`src/rtl/plcm_pkg.sv`:
```
// Shared types and constants of the piecewise linear curve map.
// Depends on nothing; used by the controller, the datapath and the top level.
`default_nettype none

package plcm_pkg;

   localparam int unsigned VALUE_W = 16;

   // Operation codes of the request channel.
   localparam logic OP_WRITE  = 1'b0;
   localparam logic OP_LOOKUP = 1'b1;

   // The restoring divider retires one quotient bit per cycle.
   localparam int unsigned DIV_STEPS = VALUE_W;
   localparam int unsigned DIV_CNT_W = $clog2(DIV_STEPS);

   typedef logic [DIV_CNT_W-1:0] div_cnt_type;

   // Commands from the controller to the datapath.
   typedef struct packed {
      logic write_point;   // store the request's point
      logic latch_level;   // capture the request's level
      logic advance;       // current point becomes segment start
      logic set_hit;       // level equals segment end: take its y
      logic set_miss;      // no segment covers the level
      logic capture;       // register offset, span, delta and direction
      logic mul;           // offset times delta into the divider
      logic div_step;      // one restoring division step
      logic finish;        // apply the quotient to the start y
      logic load_out;      // move the result into the response register
   } cmd_type;

   // Status from the datapath to the controller.
   typedef struct packed {
      logic eq_hit;        // level equals current point's x
      logic in_range;      // segment start x <= level <= current x
      logic out_free;      // response register can take a result
   } status_type;

endpackage

`default_nettype wire

```
`src/rtl/piecewise_linear_curve_map.sv`:
```
// Piecewise linear curve map: top level joining controller and datapath.
// Depends on plcm_pkg, plcm_ctrl and plcm_datapath.
//
// Usage: a request with operation write stores one (x, y) curve point at
// point_index and gives no response. A request with operation lookup maps
// level through the curve and gives one response with mapped_value and
// found. The csr channel sets point_count and is always ready; the user must
// write it only while the block is idle, as the block does not enforce this.
// Timing: a lookup scans one segment per cycle out of the point memory's
// registered read port, then runs a multiply step and the restoring
// divider. With fewer than two points used a lookup ends in a miss
// without a scan; otherwise it ends on a hit when the level sits on the
// end of a segment, and after the divider when it is interpolated.
// The request channel stalls while a lookup is in flight; a write never makes it stall.
// A result waits in the response register while the receiver stalls; new
// requests are still taken, and a later lookup holds in its last step until
// that register is free. Reset empties the response register, returns the
// controller to idle and sets point_count to 2; curve points keep no reset.
`default_nettype none

module piecewise_linear_curve_map
   import plcm_pkg::*;
#(
   parameter int unsigned MAX_POINTS = 8
) (
   input  wire logic                 clock,
   input  wire logic                 reset,
   input  wire logic                 req_valid,
   output logic                      req_stall,
   input  wire logic                 req_operation,
   input  wire logic [2:0]           req_point_index,
   input  wire logic [VALUE_W-1:0]   req_point_x,
   input  wire logic [VALUE_W-1:0]   req_point_y,
   input  wire logic [VALUE_W-1:0]   req_level,
   output logic                      rsp_valid,
   input  wire logic                 rsp_stall,
   output logic [VALUE_W-1:0]        rsp_mapped_value,
   output logic                      rsp_found,
   input  wire logic                 csr_valid,
   output logic                      csr_ready,
   input  wire logic [3:0]           csr_point_count
);

   localparam int unsigned AW = $clog2(MAX_POINTS);
   localparam int unsigned KW = $clog2(MAX_POINTS + 1);

   cmd_type       cmd;
   status_type    status;
   logic [AW-1:0] rd_addr;
   logic [KW-1:0] used_count;
   logic          idle;

   // The block never refuses a register write.
   assign csr_ready = 1'b1;

   // Requests are taken only while the controller waits for work.
   assign req_stall = !idle;

   plcm_ctrl #(
      .MAX_POINTS (MAX_POINTS)
   ) u_ctrl (
      .clock         (clock),
      .reset         (reset),
      .req_valid     (req_valid),
      .req_operation (req_operation),
      .used_count    (used_count),
      .status        (status),
      .idle          (idle),
      .cmd           (cmd),
      .rd_addr       (rd_addr)
   );

   plcm_datapath #(
      .MAX_POINTS (MAX_POINTS)
   ) u_datapath (
      .clock            (clock),
      .reset            (reset),
      .cmd              (cmd),
      .rd_addr          (rd_addr),
      .req_point_index  (req_point_index),
      .req_point_x      (req_point_x),
      .req_point_y      (req_point_y),
      .req_level        (req_level),
      .csr_write        (csr_valid && csr_ready),
      .csr_point_count  (csr_point_count),
      .rsp_stall        (rsp_stall),
      .rsp_valid        (rsp_valid),
      .rsp_mapped_value (rsp_mapped_value),
      .rsp_found        (rsp_found),
      .used_count       (used_count),
      .status           (status)
   );

endmodule

`default_nettype wire

```
`src/rtl/plcm_ctrl.sv`:
```
// Controller of the curve map: sequences the segment scan and the divider.
// Depends on plcm_pkg; drives the datapath through cmd_type.
`default_nettype none

module plcm_ctrl
   import plcm_pkg::*;
#(
   parameter int unsigned MAX_POINTS = 8
) (
   input  wire logic                              clock,
   input  wire logic                              reset,
   input  wire logic                              req_valid,
   input  wire logic                              req_operation,
   input  wire logic [$clog2(MAX_POINTS+1)-1:0]   used_count,
   input  wire status_type                        status,
   output logic                                   idle,
   output cmd_type                                cmd,
   output logic [$clog2(MAX_POINTS)-1:0]          rd_addr
);

   localparam int unsigned AW = $clog2(MAX_POINTS);
   localparam int unsigned KW = $clog2(MAX_POINTS + 1);

   typedef enum logic [2:0] {
      ST_IDLE,
      ST_LOAD0,
      ST_SCAN,
      ST_MUL,
      ST_DIV,
      ST_FIN,
      ST_DONE
   } state_type;

   state_type     state_ff, state_in;
   logic [KW-1:0] k_ff, k_in;
   div_cnt_type   cnt_ff, cnt_in;

   assign idle = (state_ff == ST_IDLE);

   always_comb begin
      cmd      = '0;
      rd_addr  = '0;
      state_in = state_ff;
      k_in     = k_ff;
      cnt_in   = cnt_ff;
      unique case (state_ff)
         ST_IDLE: begin
            if (req_valid) begin
               if (req_operation == OP_WRITE) begin
                  cmd.write_point = 1'b1;
               end else begin
                  cmd.latch_level = 1'b1;
                  if (used_count < KW'(2)) begin
                     cmd.set_miss = 1'b1;
                     state_in     = ST_DONE;
                  end else begin
                     state_in = ST_LOAD0;
                  end
               end
            end
         end
         ST_LOAD0: begin
            cmd.advance = 1'b1;
            rd_addr     = AW'(1);
            k_in        = KW'(1);
            state_in    = ST_SCAN;
         end
         ST_SCAN: begin
            if (status.eq_hit) begin
               cmd.set_hit = 1'b1;
               state_in    = ST_DONE;
            end else if (status.in_range) begin
               cmd.capture = 1'b1;
               state_in    = ST_MUL;
            end else if ((k_ff + KW'(1)) == used_count) begin
               cmd.set_miss = 1'b1;
               state_in     = ST_DONE;
            end else begin
               cmd.advance = 1'b1;
               rd_addr     = AW'(k_ff + KW'(1));
               k_in        = k_ff + KW'(1);
            end
         end
         ST_MUL: begin
            cmd.mul  = 1'b1;
            cnt_in   = '0;
            state_in = ST_DIV;
         end
         ST_DIV: begin
            cmd.div_step = 1'b1;
            cnt_in       = cnt_ff + div_cnt_type'(1);
            if (cnt_ff == div_cnt_type'(DIV_STEPS - 1)) begin
               state_in = ST_FIN;
            end
         end
         ST_FIN: begin
            cmd.finish = 1'b1;
            state_in   = ST_DONE;
         end
         ST_DONE: begin
            if (status.out_free) begin
               cmd.load_out = 1'b1;
               state_in     = ST_IDLE;
            end
         end
         default: begin
            state_in = ST_IDLE;
         end
      endcase
   end

   always_ff @(posedge clock) begin
      if (reset) begin
         state_ff <= ST_IDLE;
         k_ff     <= '0;
         cnt_ff   <= '0;
      end else begin
         state_ff <= state_in;
         k_ff     <= k_in;
         cnt_ff   <= cnt_in;
      end
   end

endmodule

`default_nettype wire

```
`src/rtl/plcm_datapath.sv`:
```
// Datapath of the curve map: point memory, segment compare, multiplier,
// restoring divider and response register. Depends on plcm_pkg.
`default_nettype none

module plcm_datapath
   import plcm_pkg::*;
#(
   parameter int unsigned MAX_POINTS = 8
) (
   input  wire logic                              clock,
   input  wire logic                              reset,
   input  wire cmd_type                           cmd,
   input  wire logic [$clog2(MAX_POINTS)-1:0]     rd_addr,
   input  wire logic [2:0]                        req_point_index,
   input  wire logic [VALUE_W-1:0]                req_point_x,
   input  wire logic [VALUE_W-1:0]                req_point_y,
   input  wire logic [VALUE_W-1:0]                req_level,
   input  wire logic                              csr_write,
   input  wire logic [3:0]                        csr_point_count,
   input  wire logic                              rsp_stall,
   output logic                                   rsp_valid,
   output logic [VALUE_W-1:0]                     rsp_mapped_value,
   output logic                                   rsp_found,
   output logic [$clog2(MAX_POINTS+1)-1:0]        used_count,
   output status_type                             status
);

   localparam int unsigned AW = $clog2(MAX_POINTS);
   localparam int unsigned KW = $clog2(MAX_POINTS + 1);

   // Each entry holds y in the upper half and x in the lower half.
   logic [2*VALUE_W-1:0] curve_mem_ff [MAX_POINTS];
   logic [2*VALUE_W-1:0] rd_data_ff;

   logic [3:0]           point_count_ff;
   logic [VALUE_W-1:0]   level_ff;
   logic [VALUE_W-1:0]   prev_x_ff, prev_y_ff;
   logic [VALUE_W-1:0]   off_ff, span_ff, delta_ff, base_y_ff;
   logic                 up_ff;
   logic [VALUE_W-1:0]   rem_ff, quo_ff;
   logic [VALUE_W-1:0]   res_value_ff;
   logic                 res_found_ff;
   logic                 rsp_valid_ff;
   logic [VALUE_W-1:0]   rsp_value_ff;
   logic                 rsp_found_ff;

   logic [VALUE_W-1:0]   cur_x, cur_y;
   logic                 index_ok;
   logic [2*VALUE_W-1:0] product;
   logic [VALUE_W:0]     trial;
   logic                 trial_ge;
   logic [VALUE_W:0]     trial_diff;

   assign cur_x = rd_data_ff[VALUE_W-1:0];
   assign cur_y = rd_data_ff[2*VALUE_W-1:VALUE_W];

   assign index_ok   = (32'(req_point_index) < MAX_POINTS);
   assign used_count = (32'(point_count_ff) > MAX_POINTS) ? KW'(MAX_POINTS)
                                                          : KW'(point_count_ff);

   assign status.eq_hit   = (level_ff == cur_x);
   assign status.in_range = (prev_x_ff <= level_ff) && (level_ff <= cur_x);
   assign status.out_free = !rsp_valid_ff || !rsp_stall;

   assign product = off_ff * delta_ff;

   // The partial remainder stays below the span, so one shifted-in bit
   // and a 17-bit compare decide each quotient bit.
   assign trial      = {rem_ff, quo_ff[VALUE_W-1]};
   assign trial_diff = trial - {1'b0, span_ff};
   assign trial_ge   = (trial >= {1'b0, span_ff});

   always_ff @(posedge clock) begin
      if (cmd.write_point && index_ok) begin
         curve_mem_ff[AW'(req_point_index)] <= {req_point_y, req_point_x};
      end
      rd_data_ff <= curve_mem_ff[rd_addr];
   end

   always_ff @(posedge clock) begin
      if (reset) begin
         point_count_ff <= 4'd2;
      end else if (csr_write) begin
         point_count_ff <= csr_point_count;
      end
   end

   always_ff @(posedge clock) begin
      if (cmd.latch_level) begin
         level_ff <= req_level;
      end
      if (cmd.advance) begin
         prev_x_ff <= cur_x;
         prev_y_ff <= cur_y;
      end
      if (cmd.capture) begin
         off_ff    <= level_ff - prev_x_ff;
         span_ff   <= cur_x - prev_x_ff;
         base_y_ff <= prev_y_ff;
         up_ff     <= (cur_y > prev_y_ff);
         delta_ff  <= (cur_y > prev_y_ff) ? (cur_y - prev_y_ff) : (prev_y_ff - cur_y);
      end
      if (cmd.mul) begin
         rem_ff <= product[2*VALUE_W-1:VALUE_W];
         quo_ff <= product[VALUE_W-1:0];
      end else if (cmd.div_step) begin
         rem_ff <= trial_ge ? trial_diff[VALUE_W-1:0] : trial[VALUE_W-1:0];
         quo_ff <= {quo_ff[VALUE_W-2:0], trial_ge};
      end
      if (cmd.set_hit) begin
         res_value_ff <= cur_y;
         res_found_ff <= 1'b1;
      end else if (cmd.set_miss) begin
         res_value_ff <= '0;
         res_found_ff <= 1'b0;
      end else if (cmd.finish) begin
         res_value_ff <= up_ff ? (base_y_ff + quo_ff) : (base_y_ff - quo_ff);
         res_found_ff <= 1'b1;
      end
   end

   always_ff @(posedge clock) begin
      if (reset) begin
         rsp_valid_ff <= 1'b0;
      end else if (cmd.load_out) begin
         rsp_valid_ff <= 1'b1;
      end else if (!rsp_stall) begin
         rsp_valid_ff <= 1'b0;
      end
   end

   always_ff @(posedge clock) begin
      if (cmd.load_out) begin
         rsp_value_ff <= res_value_ff;
         rsp_found_ff <= res_found_ff;
      end
   end

   assign rsp_valid        = rsp_valid_ff;
   assign rsp_mapped_value = rsp_value_ff;
   assign rsp_found        = rsp_found_ff;

endmodule

`default_nettype wire

```
`config.mk`:
```
export PLATFORM = sky130hd
export DESIGN_NAME = piecewise_linear_curve_map
export DESIGN_NICKNAME = d
export VERILOG_FILES = /design/src/rtl/plcm_pkg.sv /design/src/rtl/piecewise_linear_curve_map.sv /design/src/rtl/plcm_ctrl.sv /design/src/rtl/plcm_datapath.sv
export SDC_FILE = /design/constraint.sdc
export NUM_CORES = 1
export LEC_CHECK = 0
export BUFFER_PORTS_ARGS = -buffer_cell sky130_fd_sc_hd__buf_2
export CAP_MARGIN = 20
export CORE_MARGIN = 1.5
export CORE_UTILIZATION = 59
export DETAILED_ROUTE_END_ITERATION = 10
export GPL_ROUTABILITY_DRIVEN = 1
export MAX_ROUTING_LAYER = met4
export PLACE_DENSITY = 0.83
export SLEW_MARGIN = 20
export SYNTH_ARGS = -nofsm -noshare
export SYNTH_HDL_FRONTEND = slang
export SYNTH_HIERARCHICAL = 1
export SYNTH_SLANG_ARGS = --single-unit
```
`constraint.sdc`:
```
create_clock -name clock -period 8.5 [get_ports clock]
set_input_delay 1.7 -clock clock [delete_from_list [all_inputs] [get_ports clock]]
set_output_delay 1.7 -clock clock [all_outputs]
set_load 0.1 [all_outputs]
```
==> summary.md, run 1 <==
| Metric | Value |
|---|---|
| CTS tree | `yes` |
| Slew at the pin closest to its max-slew limit | `roughly 1.1 ns` |
| Area leader, netlist | `edfxtp_1` |
| FMAX | `0.142 GHz` |
| Worst-path cell with the longest stage delay | `edfxtp_1` |
| CP Launch Type | `flip-flop` |
| Worst-path clk slew | `roughly 0.060 ns` |
| Placement Rows | `slightly above 80` |
| Avg Cell Area, Syn | `between 10 and 15 µm²` |
| RSZ-0062 raised after global routing | `false` |
| Pin count of the biggest net entering global routing | `66` |
| CTS Buffer Depth | `3` |
| Crit path cell chain | `nand2_1, fa_1, inv_1, fa_1, inv_1, fa_1, inv_1, fa_1, fa_1, inv_1, fa_1, inv_1, ha_1, and3_1, nand2_1, o21ai_0, o21ai_0, o21ai_0, a41oi_1, xor2_1, a21oi_1` |
| Drt via density | `5.96` |
| Die area | `53800 µm²` |
| Area grow syn2layout | `8.54%` |
| Core outline area | `51500 µm²` |
| Setup TNS | `0 ns` |
| DRT iter0 DRCs | `~1700` |
| Placer Congestion | `0.948` |
| Worst reg-to-reg setup slack | `1.45 ns` |
| Slew margin rel. | `29.4%` |
| Hold Path Class | `reg2reg` |
| Min-delay src | `u_datapath/res_value_ff[5]$_DFFE_PP_` |
| Overflow after GRT | `0` |
| Top_reg_cell synth | `edfxtp_1` |
| Status | `finished clean` |
| Fraction of layout cells with a size suffix above 1 | `11.5%` |
| FFs w/ async S/R, synth | `0%` |
| CP Max Fanout | `16` |
| Total number of vias | `between 15000 and 20000` |
| Netlist cell types | `83` |
| WHS | `slightly above 0.4 ns` |
| Post-CTS setup repair buffer count | `0` |
| Width of the die | `232 µm` |
| Post-Route WL | `slightly above 70 mm` |
| Final period util | `approximately 83%` |
| Reg2Reg Capture Point | `u_datapath/rem_ff[13]$_DFFE_PP_` |
| CTS Sinks | `483` |
| Fin util | `65.2%` |
| Starting Density | `60.0%` |
| Max-Cap Viols | `0` |
| Slew Limit Fails | `0` |
| Initial antenna violation count | `4` |
| Clock Root Buffer | `clkbuf_16` |
| Top cell type's share of synthesized area | `42.1%` |
| Cell mode on critical path | `fa_1` |
| Top post-synthesis cells by area | `edfxtp_1 42%, fa_1 13%, ha_1 8.7%, mux4_2 4.7%, inv_1 4.3%` |
| Port Buffer Count | `79` |
| Synth warn | `6` |
| Top layer in use | `met4` |
| Hold EP | `u_datapath/rsp_mapped_value[5]$_DFFE_PP_` |
| Syn Nets | `3038` |
| Final net count | `roughly 3100` |
| Post-synth EDFFs | `434` |
| Worst endpoint required time | `8.78 ns` |
| R2R depth | `21` |
| Skew-Pair Late Insertion Delay | `0.59 ns` |
| Post-DR wirelength/cell | `21.1 µm` |
| Crit Reg-Reg Startpoint | `u_datapath/delta_ff[8]$_DFFE_PP_` |
| Critical Path End Type | `flip-flop` |
| WP data arrival | `7.32 ns` |
| Cells after synthesis | `2561` |
| Post-cts resize count | `0` |
| Clock skew | `0.0465 ns` |
| Fillers | `3713` |
| Minimum clock period | `7.05 ns` |
| Post-synthesis sequential area ratio | `45.3%` |
| Fin. Hold Viols | `0` |
| Critical path type | `reg2reg` |
| DR pass1 iterations | `6` |
| Tot GR Track Use | `27.4%` |
| Setup Viol. Count Final | `0` |
| Hold_buf cts | `0` |
| DRT met1 WL | `~28 mm` |
| Total length of routed met3 wires | `5.55 mm` |
| Remaining antenna violation count | `0` |
| Die Height | `between 200 and 250 µm` |
| Number of DRC violations after detailed routing | `0` |
| Largest stage delay, worst path | `about 0.8 ns` |
| Worst path bufs/invs | `5` |
| Seq cells post-synth | `483` |
| CTS buffer count | `46` |
| H-tree Lvls | `2` |
| Met2 wire len | `34.9 mm` |
| First-pass GRT wire length | `approximately 110 mm` |
| Hpwl dp | `~50 mm` |
| Syn Std Cell Area | `30900 µm²` |
| WHS Path Cells | `0` |
| Crit-path leading delay family | `adder cells` |
| Vias in the first global route | `about 21000` |
| I/O pin count | `81` |
==> placed cells by master, fill, tap and decap left out, types with 13 or more instances in the layout <==
cell and instances:
clkbuf_16 47, nor2b_1 27, a21oi_1 90, and2_1 119, xnor2_1 55, o21a_1 19
xor2_1 43, fa_1 200, o21ai_0 71, mux2_2 43, inv_1 355, buf_4 17
nor3_1 31, nor2_1 96, a211oi_1 17, edfxtp_1 434, mux4_2 64, nand2_1 226
a21o_1 43, buf_2 79, o21bai_1 14, ha_1 216, nand3_1 28, dfxtp_1 49
a31oi_1 16, or3_1 13, nand2b_1 24
==> Yosys cell counts (4+ instances only) <==
cell type  count
clkbuf_1      67
fa_1         200
nand4_1       11
mux4_2        64
nand3b_1       6
nand2b_1      24
xnor2_1       55
or3_1         13
a21boi_0       9
a221oi_1       6
and2_1       120
dfxtp_1       49
buf_1          7
a41oi_1        4
inv_1        355
a22o_1         8
buf_2          8
o31ai_1        9
buf_4          5
mux2_2        43
ha_1         216
o211ai_1      11
nand2_1      226
a211oi_1      17
a21oi_1       90
a31oi_1       16
nor2_1       106
edfxtp_1     434
nand3_1       28
a211o_1        5
xor2_1        43
mux2i_1       12
a21o_1        43
nor3_1        33
nor2b_1       27
o31a_1         5
and3_1         6
a311oi_1       4
o21ai_0       72
o21a_1        19
nor4_1         8
o21bai_1      14
==> area by class of cell <==
| class | instances | area [µm²] | area share [%] |
|---|---|---|---|
| Tap cell | 680 | 851 | 2.53 |
| Clock buffer | 62 | 1290 | 3.85 |
| Sequential cell | 483 | 14000 | 41.8 |
| Timing Repair Buffer | 97 | 551 | 1.64 |
| Inverter | 356 | 1340 | 3.98 |
| Clock inverter | 23 | 191 | 0.570 |
| Antenna cell | 6 | 15.0 | 0.0447 |
| Multi-Input combinational cell | 1634 | 15300 | 45.6 |
==> through the flow <==
stage,cells,worst slack (ns),area (µm²)
after floorplan,2561,2.44,30900
after global placement,3249,1.68,32000
after detailed placement,3250,1.57,32100
after CTS,3335,1.54,33500
after global routing,3339,1.27,33600
final,3341,1.45,33600
==> layer usage <==
metal / global-route usage, % / vias to the layer above
li1: - / 9035
met1: 34.5 / 9838
met2: 45.2 / 858
met3: 4.58 / 173
met4: 9.44 / 0
met5: - / -
==> cell families (layout without fill, tap and decap cells) <==
| logic type | count (synthesis) | in the layout | share of synthesized area, % |
|---|---|---|---|
| other | 1 | 7 | 0.0121 |
| flip-flops | 483 | 483 | 45.3 |
| multiplexers | 120 | 120 | 6.66 |
| XOR/XNOR | 99 | 99 | 2.85 |
| adder cells (fa/ha/maj) | 416 | 416 | 21.7 |
| AND/OR/NAND/NOR | 626 | 626 | 9.91 |
| AO/OA/AOI/OAI | 372 | 372 | 8.06 |
| buffers and inverters | 444 | 538 | 5.51 |
==> sequential cells by signal, summed over array words and instances (netlist names), 3 cells and up <==
signal,cells
u_datapath/off_ff,16
u_datapath/prev_x_ff,16
u_datapath/point_count_ff,4
u_ctrl/state_ff,3
u_datapath/rd_data_ff,32
u_datapath/span_ff,16
u_datapath/curve_mem_ff,256
u_datapath/quo_ff,16
u_ctrl/cnt_ff,4
u_datapath/delta_ff,16
u_datapath/prev_y_ff,16
u_datapath/base_y_ff,16
u_datapath/rsp_mapped_value,16
u_datapath/res_value_ff,16
u_datapath/level_ff,16
u_ctrl/k_ff,4
u_datapath/rem_ff,16
==> worst max path at each step <==
| stage | end | start | depth (start not counted) | slack [ns] |
|---|---|---|---|---|
| 2_1_floorplan | u_datapath/rem_ff[15]$_DFFE_PP_ | u_datapath/delta_ff[1]$_DFFE_PP_ | 21 | 2.44 |
| 3_3_place_gp | u_datapath/rem_ff[15]$_DFFE_PP_ | u_datapath/delta_ff[4]$_DFFE_PP_ | 21 | 1.68 |
| 3_5_place_dp | u_datapath/rem_ff[15]$_DFFE_PP_ | u_datapath/off_ff[8]$_DFFE_PP_ | 21 | 1.57 |
| 4_1_cts | u_datapath/rem_ff[15]$_DFFE_PP_ | u_datapath/off_ff[8]$_DFFE_PP_ | 21 | 1.54 |
| 5_1_grt | u_datapath/rem_ff[15]$_DFFE_PP_ | u_datapath/delta_ff[1]$_DFFE_PP_ | 20 | 1.27 |
| 6_report | u_datapath/rem_ff[13]$_DFFE_PP_ | u_datapath/delta_ff[8]$_DFFE_PP_ | 21 | 1.45 |
Power of run 1 is left out: the tool's default activity adds up to more than one toggle a clock period on the data nets, which glitch-free logic cannot reach.
==> run 2: changes to the inputs <==
ABC_AREA = 1   (was default)
CORE_UTILIZATION = 58   (was 59)
PLACE_DENSITY = 0.85   (was 0.83)
clock period = 5.91 ns   (was 8.5 ns; I/O delays follow)
==> summary.md, run 2 <==
| Metric | Value |
|---|---|
| H-tree Lvls | `2 (unchanged)` |
| CP Launch Type | `flip-flop` |
| Avg Cell Area, Syn | `8.88 µm² (-26%)` |
| FMAX | `0.172 GHz (+21%)` |
| Most frequent cells in the layout | `844 x nand2_1, 680 x inv_1, 434 x edfxtp_1` |
| WP data arrival | `6.14 ns (-1.18 ns)` |
| Final period util | `98.2% (+15 points)` |
| Post-Route WL | `82.5 mm (+17%)` |
| Fraction of layout cells with a size suffix above 1 | `9.28% (-2.2 points)` |
| Width of the die | `242 µm (+4.5%)` |
| Hpwl dp | `59.9 mm (+21%)` |
| Worst-path clk slew | `0.06 ns (about the same)` |
| Core outline area | `56500 µm² (+9.7%)` |
| Setup TNS | `0 ns (unchanged)` |
| Reg2Reg Capture Point | `u_datapath/rem_ff[10]$_DFFE_PP_` |
| Post-synth EDFFs | `434 (unchanged)` |
| Slew margin rel. | `34.5% (+5.1 points)` |
| Post-synthesis sequential area ratio | `42.2% (-3.1 points)` |
| Initial antenna violation count | `7 (+3)` |
| FFs w/ async S/R, synth | `0% (unchanged)` |
| Slew at the pin closest to its max-slew limit | `0.983 ns (-0.0738 ns)` |
| Status | `finished clean` |
| Remaining antenna violation count | `0 (unchanged)` |
| Top cell type's share of synthesized area | `39.2% (-2.9 points)` |
| Total number of vias | `25524 (+28%)` |
| Max-Cap Viols | `0 (unchanged)` |
| Vias in the first global route | `24961 (+20%)` |
| Area grow syn2layout | `9.89%` |
| Count leader, synth | `nand2_1` |
| Setup Viol. Count Final | `0 (unchanged)` |
| Die Height | `242 µm (+4.5%)` |
| CTS tree | `yes` |
| Crit Reg-Reg Startpoint | `u_datapath/delta_ff[4]$_DFFE_PP_` |
| R2R depth | `24 (+14%)` |
| Pin count of the biggest net entering global routing | `129 (+95%)` |
| Most flops, register | `u_datapath/curve_mem_ff` |
| Placer Congestion | `0.987 (+4.2%)` |
| Commonest cells in the netlist | `847 x nand2_1, 682 x inv_1, 434 x edfxtp_1, 361 x nor2_1, 216 x ha_1` |
| Area leader, netlist | `edfxtp_1` |
| Top Registers | `u_datapath/curve_mem_ff x256, u_datapath/rd_data_ff x32` |
| Critical Path End Type | `flip-flop` |
| Worst endpoint required time | `6.25 ns (-2.53 ns)` |
| DRT iter0 DRCs | `2456 (+41%)` |
| Final net count | `4297 (+39%)` |
| Skew-Pair Late Insertion Delay | `0.61 ns (+0.02 ns)` |
| CTS Sinks | `483 (unchanged)` |
| Top_reg_cell synth | `edfxtp_1` |
| Synth warn | `6 (unchanged)` |
| Hold EP | `u_datapath/rsp_mapped_value[13]$_DFFE_PP_` |
| Placement Rows | `87 (+4.8%)` |
| I/O pin count | `81 (unchanged)` |
| Worst reg-to-reg setup slack | `0.10 ns (-1.35 ns)` |
| CTS buffer count | `48 (+4.3%)` |
| Post-DR wirelength/cell | `17.9 µm (-15%)` |
| Syn Std Cell Area | `33200 µm² (+7.4%)` |
| Overflow after GRT | `0 (unchanged)` |
| Max reg flops | `256 (unchanged)` |
| Hold Path Class | `reg2reg` |
| Syn Nets | `4215 (+39%)` |
| Fillers | `4287 (+15%)` |
| Largest stage delay, worst path | `0.57 ns (-0.23 ns)` |
| DR pass1 iterations | `6 (unchanged)` |
| Minimum clock period | `5.81 ns (-1.24 ns)` |
| Slew Limit Fails | `0 (unchanged)` |
| Worst path bufs/invs | `8 (+3)` |
| Crit path cell chain | `buf_4, buf_4, nand2_1, inv_1, fa_1, inv_1, fa_1, fa_1, fa_1, inv_1, fa_1, inv_1, fa_1, inv_1, ha_1, nand2_1, inv_1, nand2_1, nor3_1, nand3_1, nand3_1, nand2_1, nand3_1, nand2_1` |
| CP Max Fanout | `5 (-11)` |
| Drt via density | `5.52 (-7.3%)` |
| Die area | `58700 µm² (+9.1%)` |
| Clock Root Buffer | `clkbuf_16` |
| Starting Density | `58.8% (-1.3 points)` |
| Worst-path cell with the longest stage delay | `fa_1` |
| Netlist cell types | `50 (-40%)` |
| Clock skew | `0.0360 ns (-0.0105 ns)` |
| Fin. Hold Viols | `0 (unchanged)` |
| CTS Buffer Depth | `3 (unchanged)` |
| Seq cells post-synth | `483 (unchanged)` |
| Critical path type | `reg2reg` |
| Number of DRC violations after detailed routing | `0 (unchanged)` |
| Min-delay src | `u_datapath/res_value_ff[13]$_DFFE_PP_` |
| Top post-synthesis cells by area | `edfxtp_1 39%, fa_1 12%, nand2_1 9.6%, ha_1 8.1%, inv_1 7.7%` |
| WHS Path Cells | `0 (unchanged)` |
| Most common cell after layout, fill and taps aside | `nand2_1` |
| Placed inst area | `34500 µm² (+7.6%)` |
| First-pass GRT wire length | `130 mm (+17%)` |
| Port Buffer Count | `79 (unchanged)` |
| Finished Cell Area | `36500 µm² (+8.7%)` |
| Tot GR Track Use | `28.7% (+1.3 points)` |
| Cells after synthesis | `3738 (+46%)` |
| Crit-path leading delay family | `adder cells` |
==> run 2: layout make-up <==
cell class	instances	area, µm²	area share, %
Clock inverter	30	297	0.813
Tap cell	756	946	2.59
Multi-Input combinational cell	2419	16100	44.1
Sequential cell	483	14000	38.4
Clock buffer	59	1310	3.60
Inverter	697	2620	7.18
Timing Repair Buffer	171	1180	3.24
Antenna cell	6	15.0	0.0411
==> run 2: routing by layer <==
layer / GRT usage [%] / vias to the layer above / part of all wire [%]
met1: 36.3 / 12092 / 40
met5: - / - / 0
met4: 9.89 / 0 / 3.3
met3: 3.92 / 210 / 8.1
met2: 47.5 / 1144 / 49
li1: - / 12078 / -
==> run 2: how the worst max path moves through the flow <==
stage                                     start                               to  cells after the start
6_report       u_datapath/delta_ff[4]$_DFFE_PP_  u_datapath/rem_ff[10]$_DFFE_PP_                     24
5_1_grt        u_datapath/delta_ff[4]$_DFFE_PP_  u_datapath/rem_ff[13]$_DFFE_PP_                     24
4_1_cts          u_datapath/off_ff[8]$_DFFE_PP_   u_datapath/rem_ff[6]$_DFFE_PP_                     20
3_5_place_dp     u_datapath/off_ff[8]$_DFFE_PP_  u_datapath/rem_ff[13]$_DFFE_PP_                     19
3_3_place_gp     u_datapath/off_ff[7]$_DFFE_PP_   u_datapath/rem_ff[6]$_DFFE_PP_                     21
2_1_floorplan  u_datapath/delta_ff[1]$_DFFE_PP_  u_datapath/rem_ff[12]$_DFFE_PP_                     21
==> run 2: worst register-to-register path, stage by stage (launching register included) <==
cell	delay, ns
edfxtp_1	0.41
buf_4	0.19
buf_4	0.14
nand2_1	0.06
inv_1	0.07
fa_1	0.54
inv_1	0.05
fa_1	0.47
fa_1	0.47
fa_1	0.54
inv_1	0.07
fa_1	0.57
inv_1	0.07
fa_1	0.50
inv_1	0.05
ha_1	0.34
nand2_1	0.07
inv_1	0.10
nand2_1	0.12
nor3_1	0.25
nand3_1	0.19
nand3_1	0.13
nand2_1	0.05
nand3_1	0.07
nand2_1	0.05
==> run 2: timing repair <==
item	CTS	global route
endpoints found under the setup margin	0	20
resized for setup	0	17
hold buffers	0	0
buffers inserted	0	40
==> run 2: cells by family (layout without fill, tap and decap cells) <==
logic type      Yosys count  after routing  synth area share [%]
fa+ha+maj               416            416                  20.2
buf+inv                 836            957                  9.76
xor+xnor                 75             75                  1.98
other cells               1              7                0.0113
compound gates          452            452                  7.37
flops                   483            483                  42.2
simple gates           1475           1475                  18.5
==> run 2: metrics by stage <==
step | instances | hold WS [ns] | util [%] | worst slack, ns
2_1_floorplan | 3738 | 0.400 | - | 0.516
3_3_place_gp | 4486 | 0.404 | 61.0 | 0.0654
3_5_place_dp | 4486 | 0.405 | 61.0 | 0.0882
4_1_cts | 4575 | 0.417 | 63.9 | 0.0365
5_1_grt | 4620 | 0.420 | 64.6 | -0.0841
6_report | 4621 | 0.416 | 64.6 | 0.104
Power of run 2 is left out for the same reason.
==> run 3: changes to the inputs <==
PLACE_DENSITY = 0.78   (was 0.85)
==> summary.md, run 3 (synthesized netlist as in run 2, its figures left out) <==
| Metric | Value |
|---|---|
| DRT iter0 DRCs | `1979 (-19%)` |
| Fin. Hold Viols | `0 (unchanged)` |
| Tot GR Track Use | `28.4% (-0.28 points)` |
| Hpwl dp | `59.7 mm (-0.35%)` |
| Placement Rows | `87 (unchanged)` |
| Most flops, register | `u_datapath/curve_mem_ff` |
| RSZ-0062 raised after global routing | `false` |
| Slew at the pin closest to its max-slew limit | `1.04 ns (+0.0621 ns)` |
| Initial antenna violation count | `9 (+2)` |
| R2R depth | `22 (-8.3%)` |
| Status | `finished clean` |
| Fraction of layout cells with a size suffix above 1 | `9.38% (+0.10 points)` |
| Skew-Pair Late Insertion Delay | `0.62 ns (about the same)` |
| Slew margin rel. | `29.9% (-4.6 points)` |
| Reg2Reg Capture Point | `u_datapath/rem_ff[6]$_DFFE_PP_` |
| Total number of vias | `24933 (-2.3%)` |
| CTS buffer count | `50 (+4.2%)` |
| CTS Buffer Depth | `3 (unchanged)` |
| Critical Path End Type | `flip-flop` |
| Worst-path clk slew | `0.07 ns (about the same)` |
| CTS Sinks | `483 (unchanged)` |
| Drt via density | `5.38 (-2.6%)` |
| Setup TNS | `0 ns (unchanged)` |
| Width of the die | `242 µm (unchanged)` |
| Crit Reg-Reg Startpoint | `u_datapath/off_ff[14]$_DFFE_PP_` |
| Final period util | `95.3% (-3.0 points)` |
| Most frequent cells in the layout | `846 x nand2_1, 680 x inv_1, 434 x edfxtp_1` |
| Worst reg-to-reg setup slack | `0.28 ns (+0.18 ns)` |
| I/O pin count | `81 (unchanged)` |
| First-pass GRT wire length | `128 mm (-1.1%)` |
| Area grow syn2layout | `10.4%` |
| Clock Root Buffer | `clkbuf_16` |
| Critical path type | `reg2reg` |
| Clock skew | `0.0282 ns (-0.00778 ns)` |
| Port Buffer Count | `79 (unchanged)` |
| Placer Congestion | `0.980 (-0.79%)` |
| Core outline area | `56500 µm² (unchanged)` |
| Slew Limit Fails | `0 (unchanged)` |
| DR pass1 iterations | `5 (-1)` |
| Die area | `58700 µm² (unchanged)` |
| Most common cell after layout, fill and taps aside | `nand2_1` |
| CP Max Fanout | `6 (+1)` |
| Overflow after GRT | `0 (unchanged)` |
| Fillers | `4542 (+5.9%)` |
| Top Registers | `u_datapath/curve_mem_ff x256, u_datapath/rd_data_ff x32` |
| Worst endpoint required time | `6.27 ns (+0.02 ns)` |
| FMAX | `0.178 GHz (+3.1%)` |
| Min-delay src | `u_datapath/res_value_ff[7]$_DFFE_PP_` |
| H-tree Lvls | `2 (unchanged)` |
| Vias in the first global route | `24613 (-1.4%)` |
| Max-Cap Viols | `0 (unchanged)` |
| Post-DR wirelength/cell | `17.2 µm (-3.7%)` |
| WHS Path Cells | `0 (unchanged)` |
| Hold Path Class | `reg2reg` |
| Minimum clock period | `5.63 ns (-0.175 ns)` |
| Pin count of the biggest net entering global routing | `72 (-44%)` |
| Hold EP | `u_datapath/rsp_mapped_value[7]$_DFFE_PP_` |
| Number of DRC violations after detailed routing | `0 (unchanged)` |
| Post-Route WL | `79.7 mm (-3.4%)` |
| Starting Density | `58.8% (unchanged)` |
| CP Launch Type | `flip-flop` |
| Die Height | `242 µm (unchanged)` |
| CTS tree | `yes` |
| Hold_buf cts | `0 (unchanged)` |
| WP data arrival | `5.99 ns (-0.15 ns)` |
| Setup Viol. Count Final | `0 (unchanged)` |
| Final net count | `4306 (+0.21%)` |
| Max reg flops | `256 (unchanged)` |
| Remaining antenna violation count | `0 (unchanged)` |
[run 3: how the worst max path moves through the flow]
| stage | from | end | slack (ns) | cells past startpoint |
|---|---|---|---|---|
| 2_1_floorplan | u_datapath/delta_ff[1]$_DFFE_PP_ | u_datapath/rem_ff[12]$_DFFE_PP_ | 0.52 | 21 |
| 3_3_place_gp | u_datapath/off_ff[6]$_DFFE_PP_ | u_datapath/rem_ff[6]$_DFFE_PP_ | 0.10 | 22 |
| 3_5_place_dp | u_datapath/off_ff[6]$_DFFE_PP_ | u_datapath/rem_ff[6]$_DFFE_PP_ | 0.11 | 20 |
| 4_1_cts | u_datapath/off_ff[6]$_DFFE_PP_ | u_datapath/rem_ff[6]$_DFFE_PP_ | 0.1 | 22 |
| 5_1_grt | u_datapath/delta_ff[12]$_DFFE_PP_ | u_datapath/rem_ff[6]$_DFFE_PP_ | 0.02 | 20 |
| 6_report | u_datapath/off_ff[14]$_DFFE_PP_ | u_datapath/rem_ff[6]$_DFFE_PP_ | 0.28 | 22 |
[run 3: area by class of cell]
type	count	area (µm²)	share of cell area, %
Inverter	697	2620	7.15
Tap cell	756	946	2.58
Clock buffer	64	1370	3.75
Antenna cell	8	20.0	0.0546
Multi-Input combinational cell	2419	16100	43.9
Timing Repair Buffer	178	1250	3.41
Sequential cell	483	14000	38.2
Clock inverter	30	349	0.952
[run 3: worst max-delay path, stage by stage (launching register included)]
cell,delay (ns)
edfxtp_1,0.56
nand2_1,0.12
inv_1,0.06
fa_1,0.53
inv_1,0.06
fa_1,0.48
inv_1,0.05
fa_1,0.48
fa_1,0.54
fa_1,0.50
inv_1,0.05
fa_1,0.49
inv_1,0.05
ha_1,0.38
nand2_1,0.15
nor2_1,0.18
inv_1,0.07
nor2_2,0.12
nand4_1,0.14
nand3_1,0.15
nand2_1,0.07
nand3_1,0.10
nand2_1,0.06
[run 3: stage by stage]
step / instances / setup WS, ns / util, % / instance area [µm²] / hold slack, ns
after CTS: 4590 / 0.0976 / 64.1 / 36200 / 0.418
after global placement: 4496 / 0.104 / 61.1 / 34500 / 0.403
final: 4635 / 0.279 / 64.9 / 36700 / 0.418
after detailed placement: 4496 / 0.109 / 61.1 / 34500 / 0.405
after floorplan: 3738 / 0.516 / - / 33200 / 0.400
after global routing: 4635 / 0.0183 / 64.9 / 36700 / 0.421
[run 3: timing repair]
action                                  CTS  global route
buffers inserted                          0            37
gates resized for setup                   0             9
endpoints found under the setup margin    0            20
[run 3: routing by layer]
layer	global-route usage [%]	up-vias	wire length, µm
li1	-	12104	-
met1	36.9	11845	33900
met2	46.5	835	38400
met3	4.29	149	5180
met4	7.98	0	2190
met5	-	-	0
Power of run 3 is left out for the same reason.
